`config.mk`:
```
export PLATFORM = sky130hd
export DESIGN_NAME = sync_opcode_length_deframer_top
export DESIGN_NICKNAME = d
export VERILOG_FILES = /design/src/design/sold_pkg.sv /design/src/design/sold_ram.sv /design/src/design/sold_ctrl.sv /design/src/design/sync_opcode_length_deframer_top.sv
export SDC_FILE = /design/constraint.sdc
export NUM_CORES = 1
export LEC_CHECK = 0
export ABC_AREA = 0
export BUFFER_PORTS_ARGS = -buffer_cell sky130_fd_sc_hd__buf_2
export CAP_MARGIN = 20
export CELL_PAD_IN_SITES_DETAIL_PLACEMENT = 1
export CELL_PAD_IN_SITES_GLOBAL_PLACEMENT = 2
export CORE_ASPECT_RATIO = 0.6
export CORE_MARGIN = 4
export CORE_UTILIZATION = 48
export CTS_CLUSTER_DIAMETER = 120
export DETAILED_ROUTE_END_ITERATION = 6
export GPL_TIMING_DRIVEN = 0
export PLACE_DENSITY = 0.83
export RECOVER_POWER = 50
export REMOVE_ABC_BUFFERS = 1
export SYNTH_ARGS = -nofsm -noshare
export SYNTH_HDL_FRONTEND = slang
export SYNTH_SLANG_ARGS = --single-unit
```
`constraint.sdc`:
```
create_clock -name clock -period 2.95 [get_ports clock]
set_input_delay 0.59 -clock clock [delete_from_list [all_inputs] [get_ports clock]]
set_output_delay 0.59 -clock clock [all_outputs]
set_load 0.005 [all_outputs]
```
`src/design/sold_pkg.sv`:
```
// ----------------------------------------------------------------------------
// sold_pkg
// Shared constants and types for the sync/opcode/length packet deframer.
// ----------------------------------------------------------------------------
`default_nettype none

package sold_pkg;

   // Payload buffer geometry
   localparam int BufferDepth = 64;
   localparam int AddrW       = $clog2(BufferDepth);
   localparam int CntW        = AddrW + 1;
   localparam int MaxPayload  = BufferDepth - 2;

   // Field widths
   localparam int ByteW = 8;
   localparam int LenW  = 6;

   // Sync byte after reset
   localparam logic [ByteW-1:0] ResetSync = 8'hAA;

   // Access to the payload buffer, driven by the frame controller
   typedef struct packed {
      logic             wr_en;
      logic [AddrW-1:0] wr_addr;
      logic [ByteW-1:0] wr_data;
      logic [AddrW-1:0] rd_addr;
   } ram_req_type;

endpackage

`default_nettype wire

```
`src/design/sold_ram.sv`:
```
// ----------------------------------------------------------------------------
// sold_ram
// Generic single-write, single-read RAM with a registered read port.
// ----------------------------------------------------------------------------
`default_nettype none

module sold_ram #(
   parameter int Width = 8,
   parameter int Depth = 64
) (
   input  wire logic                     clock,
   input  wire logic                     wr_en,
   input  wire logic [$clog2(Depth)-1:0] wr_addr,
   input  wire logic [Width-1:0]         wr_data,
   input  wire logic [$clog2(Depth)-1:0] rd_addr,
   output logic      [Width-1:0]         rd_data
);

   logic [Width-1:0] mem_ff [Depth];
   logic [Width-1:0] rd_data_ff;

   // Write on enable, read every cycle
   always_ff @(posedge clock) begin
      if (wr_en) begin
         mem_ff[wr_addr] <= wr_data;
      end
      rd_data_ff <= mem_ff[rd_addr];
   end

   assign rd_data = rd_data_ff;

endmodule

`default_nettype wire

```
`src/design/sold_ctrl.sv`:
```
// ----------------------------------------------------------------------------
// sold_ctrl
// Frame controller: hunts for sync, captures opcode and length, writes the
// payload into the buffer, then reads it back one beat per cycle unless stalled.
// ----------------------------------------------------------------------------
`default_nettype none

module sold_ctrl (
   input  wire logic                         clock,
   input  wire logic                         reset,
   // configuration
   input  wire logic                         csr_wr_en,
   input  wire logic [sold_pkg::ByteW-1:0]   csr_wr_data,
   // received bytes
   input  wire logic                         req_valid,
   output logic                              req_stall,
   input  wire logic [sold_pkg::ByteW-1:0]   req_rx_byte,
   // packet beats
   output logic                              rsp_valid,
   input  wire logic                         rsp_stall,
   output logic      [sold_pkg::ByteW-1:0]   rsp_packet_opcode,
   output logic      [sold_pkg::LenW-1:0]    rsp_packet_length,
   output logic      [sold_pkg::ByteW-1:0]   rsp_payload_byte,
   output logic                              rsp_last_of_packet,
   // payload buffer
   output sold_pkg::ram_req_type             ram_req,
   input  wire logic [sold_pkg::ByteW-1:0]   ram_rdata
);

   localparam logic [2:0] StHunt    = 3'd0;
   localparam logic [2:0] StOpcode  = 3'd1;
   localparam logic [2:0] StLength  = 3'd2;
   localparam logic [2:0] StPayload = 3'd3;
   localparam logic [2:0] StFetch   = 3'd4;
   localparam logic [2:0] StShow    = 3'd5;

   logic [2:0]                      state_ff, state_in;
   logic [sold_pkg::ByteW-1:0]      sync_ff, sync_in;
   logic [sold_pkg::ByteW-1:0]      opcode_ff, opcode_in;
   logic [sold_pkg::ByteW-1:0]      length_ff, length_in;
   logic [sold_pkg::CntW-1:0]       cnt_ff, cnt_in;
   logic [sold_pkg::AddrW-1:0]      idx_ff, idx_in;
   logic                            valid_ff, valid_in;
   logic                            empty_ff, empty_in;

   logic                            req_take;
   logic                            rsp_take;
   logic [sold_pkg::CntW-1:0]       cnt_next;
   logic [sold_pkg::CntW-1:0]       idx_next;
   logic                            len_match;
   logic                            show_last;

   assign req_take = req_valid && !req_stall;
   assign rsp_take = valid_ff && !rsp_stall;
   assign cnt_next = cnt_ff + 1'b1;
   assign idx_next = {1'b0, idx_ff} + 1'b1;
   assign len_match = (16'(length_ff) == 16'(cnt_next));
   assign show_last = empty_ff || (16'(length_ff) == 16'(idx_next));

   // Hold off input while a packet is being read out
   assign req_stall = (state_ff == StFetch) || (state_ff == StShow);

   // Next state and datapath
   always_comb begin
      state_in  = state_ff;
      opcode_in = opcode_ff;
      length_in = length_ff;
      cnt_in    = cnt_ff;
      idx_in    = idx_ff;
      valid_in  = valid_ff;
      empty_in  = empty_ff;
      sync_in   = csr_wr_en ? csr_wr_data : sync_ff;

      ram_req.wr_en   = 1'b0;
      ram_req.wr_addr = cnt_ff[sold_pkg::AddrW-1:0];
      ram_req.wr_data = req_rx_byte;
      ram_req.rd_addr = '0;

      unique case (state_ff)
         StHunt: begin
            if (req_take && (req_rx_byte == sync_ff)) begin
               state_in = StOpcode;
            end
         end
         StOpcode: begin
            if (req_take) begin
               opcode_in = req_rx_byte;
               state_in  = StLength;
            end
         end
         StLength: begin
            if (req_take) begin
               length_in = req_rx_byte;
               cnt_in    = '0;
               idx_in    = '0;
               // Empty packet: one beat straight away
               if (req_rx_byte == '0) begin
                  state_in = StShow;
                  valid_in = 1'b1;
                  empty_in = 1'b1;
               end else begin
                  state_in = StPayload;
               end
            end
         end
         StPayload: begin
            if (req_take) begin
               ram_req.wr_en = 1'b1;
               cnt_in        = cnt_next;
               if (len_match) begin
                  state_in = StFetch;
               end else if (cnt_next == sold_pkg::CntW'(sold_pkg::MaxPayload)) begin
                  // Oversized packet: drop it
                  state_in = StHunt;
               end
            end
         end
         StFetch: begin
            // Prime the read of the first payload byte
            ram_req.rd_addr = '0;
            idx_in          = '0;
            valid_in        = 1'b1;
            empty_in        = 1'b0;
            state_in        = StShow;
         end
         StShow: begin
            // Advance the read address on a taken beat, else re-read the same entry
            if (rsp_take) begin
               ram_req.rd_addr = idx_next[sold_pkg::AddrW-1:0];
               idx_in          = idx_next[sold_pkg::AddrW-1:0];
               if (show_last) begin
                  valid_in = 1'b0;
                  empty_in = 1'b0;
                  state_in = StHunt;
               end
            end else begin
               ram_req.rd_addr = idx_ff;
            end
         end
         default: begin
            state_in = StHunt;
            valid_in = 1'b0;
         end
      endcase
   end

   // Control registers
   always_ff @(posedge clock) begin
      if (reset) begin
         state_ff  <= StHunt;
         sync_ff   <= sold_pkg::ResetSync;
         valid_ff  <= 1'b0;
         empty_ff  <= 1'b0;
         opcode_ff <= '0;
         length_ff <= '0;
         cnt_ff    <= '0;
         idx_ff    <= '0;
      end else begin
         state_ff  <= state_in;
         sync_ff   <= sync_in;
         valid_ff  <= valid_in;
         empty_ff  <= empty_in;
         opcode_ff <= opcode_in;
         length_ff <= length_in;
         cnt_ff    <= cnt_in;
         idx_ff    <= idx_in;
      end
   end

   assign rsp_valid          = valid_ff;
   assign rsp_packet_opcode  = opcode_ff;
   assign rsp_packet_length  = length_ff[sold_pkg::LenW-1:0];
   assign rsp_payload_byte   = empty_ff ? '0 : ram_rdata;
   assign rsp_last_of_packet = show_last;

endmodule

`default_nettype wire

```
`src/design/sync_opcode_length_deframer_top.sv`:
```
// The fetch state follows the last payload byte; the show state then presents
// the first beat (for an empty packet, in the cycle after the length byte).
// Throughput: one received byte per cycle while framing; read-out gives one
// beat per cycle while not stalled from the payload buffer's registered read
// port, up to 62. Input is held off during read-out. Synchronous active-high
// reset returns to hunting with sync byte 0xAA but does not clear the buffer.
// ----------------------------------------------------------------------------
// sync_opcode_length_deframer_top
// Byte-stream deframer: sync, opcode, length, payload, emitted as beats.
// ----------------------------------------------------------------------------
`default_nettype none

module sync_opcode_length_deframer_top (
   input  wire logic                        clock,
   input  wire logic                        reset,
   input  wire logic                        csr_wr_en,
   input  wire logic [sold_pkg::ByteW-1:0]  csr_wr_data,
   input  wire logic                        req_valid,
   output logic                             req_stall,
   input  wire logic [sold_pkg::ByteW-1:0]  req_rx_byte,
   output logic                             rsp_valid,
   input  wire logic                        rsp_stall,
   output logic      [sold_pkg::ByteW-1:0]  rsp_packet_opcode,
   output logic      [sold_pkg::LenW-1:0]   rsp_packet_length,
   output logic      [sold_pkg::ByteW-1:0]  rsp_payload_byte,
   output logic                             rsp_last_of_packet
);

   sold_pkg::ram_req_type            ram_req;
   logic [sold_pkg::ByteW-1:0]       ram_rdata;

   // Frame controller
   sold_ctrl u_ctrl (
      .clock              (clock),
      .reset              (reset),
      .csr_wr_en          (csr_wr_en),
      .csr_wr_data        (csr_wr_data),
      .req_valid          (req_valid),
      .req_stall          (req_stall),
      .req_rx_byte        (req_rx_byte),
      .rsp_valid          (rsp_valid),
      .rsp_stall          (rsp_stall),
      .rsp_packet_opcode  (rsp_packet_opcode),
      .rsp_packet_length  (rsp_packet_length),
      .rsp_payload_byte   (rsp_payload_byte),
      .rsp_last_of_packet (rsp_last_of_packet),
      .ram_req            (ram_req),
      .ram_rdata          (ram_rdata)
   );

   // Payload buffer
   sold_ram #(
      .Width (sold_pkg::ByteW),
      .Depth (sold_pkg::BufferDepth)
   ) u_payload_ram (
      .clock   (clock),
      .wr_en   (ram_req.wr_en),
      .wr_addr (ram_req.wr_addr),
      .wr_data (ram_req.wr_data),
      .rd_addr (ram_req.rd_addr),
      .rd_data (ram_rdata)
   );

endmodule

`default_nettype wire
```
==> impl_metrics.tcl <==
set metrics [dict create \
    outcome "finished, final reports clean" \
    antenna_found_initial 0 \
    cp_cell_sequence "clkinvlp_4 -> or3_4 -> a21oi_4 -> buf_6 -> buf_16 -> buf_4 -> mux4_2 -> a22o_1 -> a21o_1 -> or4_4" \
    netlist_instances 1211 \
    cts_sinks 562 \
    required_ps 3390 \
    grt_pass1_wl_um 86500 \
    min_path_type "input port to flip-flop" \
    rsz0062_at_grt "yes" \
    critPathCaptureType "flip-flop" \
    worstPathMaxFanout 7 \
    drive_above_1_share_pct 34.4 \
    cpPeakStageDelay_ps 510 \
    power_density_nw_per_um2 597 \
    clockPowerShare_pct 41.3 \
    avgRoutedWirePerCell_um 29.9 \
    post-route-period-util_pct 98.7 \
    dr.pass1.iters 6 \
    drt_wl_total_um 59200 \
    ys_ff_latch 562 \
    viasPerCell 6.15 \
    gp_congestion 0.811 \
    tightest_slew_ps 1380 \
    stdcell_count 1982 \
    overflow 0 \
    internal_power_w 0.0125 \
    die_x_um 287 \
    slew_headroom_pct 7.92 \
    crit_arrival_ps 3350 \
    ys_warn_count 0 \
    antenna_cells 0 \
    whs_ps 228 \
    drtIter0Drc 1232 \
    drcViolationCount 0 \
    final_util_pct 58.5 \
    route.vias.total 12200 \
    power.switching_w 0.00336 \
    critical_path.slowest_cell "or4_4" \
    die_y_um 175 \
    layout_commonest_cell "edfxtp_1" \
    final-hold-violation-count 0 \
    ant_nets 0 \
    clk_pin_slew_ps 70 \
    p_leak_nw 8.23 \
    share_comb_of_total_power_pct 3.3 \
    multiInputGateArea_um2 6530 \
    syn_to_final_growth_pct 18.6 \
    clk_path_buf_depth 3 \
    fillCellCount 3911 \
    port-buffer-count 45 \
    power_w 0.0159 \
    drv_cap 0 \
    clock_latency_ps 590 \
    ctsRootBufferMaster "clkbuf_16" \
    startpoint_type "flip-flop" \
    synthArstFlopShare_pct 0 \
    finalMaxSlewViolations 0 \
    core_area_um2 45400 \
    syn-cell-area_um2 22400 \
    switching_share_pct 21.2 \
    grt_max_degree 54 \
    rows 60 \
    fin_skew_ps 23.9 \
    final_nets 1345 \
    cts-htree-levels 2 \
    hpwl_um 36500 \
    synth_flop_cell "edfxtp_1" \
    grt_usage_pct 23.5 \
    fin_crit_ps 2910 \
    cts_tree "done" \
    synthDistinctLibCells 69 \
    seq_area_frac_synth_pct 73.1 \
    grt_pass1_vias 12800 \
    register_area_um2 16400 \
    setup_viol 0 \
    seq_power_share_pct 55.4 \
    fmax_mhz 343 \
    place_inst 1830 \
    mostFrequentLayoutCells "512 x edfxtp_1, 126 x mux4_2, 62 x nor2_4, 54 x clkbuf_16, 41 x buf_4" \
    io_pins 46 \
    syn_avg_cell_area_um2 18.5 \
    peakVddDrop_uv 495 \
    cts_made_buffers 50 \
    die_area_um2 50300 \
    finalSetupTns_ps 0 \
    worstSetupPathType "flip-flop to flip-flop" \
    initial_core_util_pct 49.3 \
    synth_edf_count 512 \
]
## layout make-up
class,count,area share [%]
flip-flops and latches,562,61.8
multi-input cells,575,24.6
clock buffers,61,5.18
repair buffers,122,4.43
well taps,620,2.92
clock inverters,32,0.971
inverters,10,0.155
## logic make-up after synthesis
family                     count (synthesis)  share of synthesized area (%)
muxes                                    147                           13.6
adders and majority gates                  4                          0.212
buffers and inverters                     77                           1.90
xor gates and xnor gates                  25                           1.20
AOI/OAI and AO/OA                        148                           4.59
DFF                                      562                           73.1
and+or+nand+nor                          248                           5.36
## metrics by stage
stage,area (um^2),worst slack (ps)
after floorplan,22000,-1810
after global placement,23000,-3940
after detailed placement,23400,-1580
after CTS,26200,-83.0
after global routing,26600,-101
final,26600,38.4
## registers in the layout, summed over array words and instances, names as in the netlist
| register | cells |
|---|---|
| u_ctrl.empty_ff | 1 |
| u_ctrl.length_ff | 8 |
| u_ctrl.rsp_valid | 1 |
| u_ctrl.idx_ff | 6 |
| u_payload_ram.mem_ff | 512 |
| u_ctrl.cnt_ff | 7 |
| u_ctrl.sync_ff | 8 |
| u_ctrl.rsp_packet_opcode | 8 |
| u_ctrl.state_ff | 3 |
| u_payload_ram.rd_data | 8 |
## routing by layer
layer | vias up | routed length (um) | GRT usage (%)
met5 | - | 0 | 0
met4 | 0 | 1280 | 5.00
li1 | 5166 | - | -
met3 | 102 | 4700 | 5.99
met2 | 463 | 27400 | 36.3
met1 | 6468 | 25900 | 34.5
## final timing paths
| path | start | endpoint | slack [ps] | cells past startpoint |
|---|---|---|---|---|
| worst min-delay path | csr_wr_data[1] | u_ctrl.sync_ff[1] | 230 | 3 |
| worst min register to register | u_ctrl.rsp_packet_opcode[0] | u_ctrl.rsp_packet_opcode[0] | 500 | 2 |
| worst max register to register | u_ctrl.state_ff[0] | u_payload_ram.rd_data[6] | 40 | 10 |
| worst max-delay path | u_ctrl.state_ff[0] | u_payload_ram.rd_data[6] | 40 | 10 |
## critical path, delay by kind of cell, from the launching register on
| family | cells | cell delay, ps |
|---|---|---|
| flops | 1 | 370 |
| simple gates | 2 | 930 |
| compound gates | 3 | 540 |
| mux | 1 | 380 |
| buf+inv | 4 | 560 |
## power groups by stage
stage / clock, W / sequential, W / combinational (W)
finish: 0.00655 / 0.00878 / 0.000522
global route: 0.00702 / 0.00878 / 0.000569
CTS: 0.00663 / 0.00877 / 0.000524
detailed placement: 0 / 0.00895 / 0.000463
global placement: 0 / 0.00895 / 0.000409
floorplan: 0 / 0.00893 / 0.000195
## cell usage after synthesis, drive strengths merged, types with 3 or more instances
cell	n	area, um^2
and3	3	18.8
or2	7	43.8
buf	47	313
ha	3	37.5
mux4	126	2840
nand2b	3	18.8
or3	6	37.5
nor2	104	390
o21ai	12	60.1
dfxtp	50	1000
nor2b	12	75.1
or4	3	22.5
a31oi	4	25.0
nor4	4	31.3
edfxtp	512	15400
a22oi	62	465
nand3	18	95.1
a21o	4	30.0
a21oi	37	200
nand3b	4	30.0
a211oi	3	27.5
xor2	7	61.3
nor3	12	70.1
clkbuf	20	75.1
xnor2	16	159
inv	10	37.5
a2111oi	3	26.3
nand4	21	131
nand2	43	169
mux2i	20	200
## what timing repair did
item	CTS	global route
pin swaps	19	17
cloned	7	2
setup endpoints to repair	522	339
resized for setup	179	58
hold buffers	0	0
buffers inserted	34	17
Power figures use the tool's default switching activity.
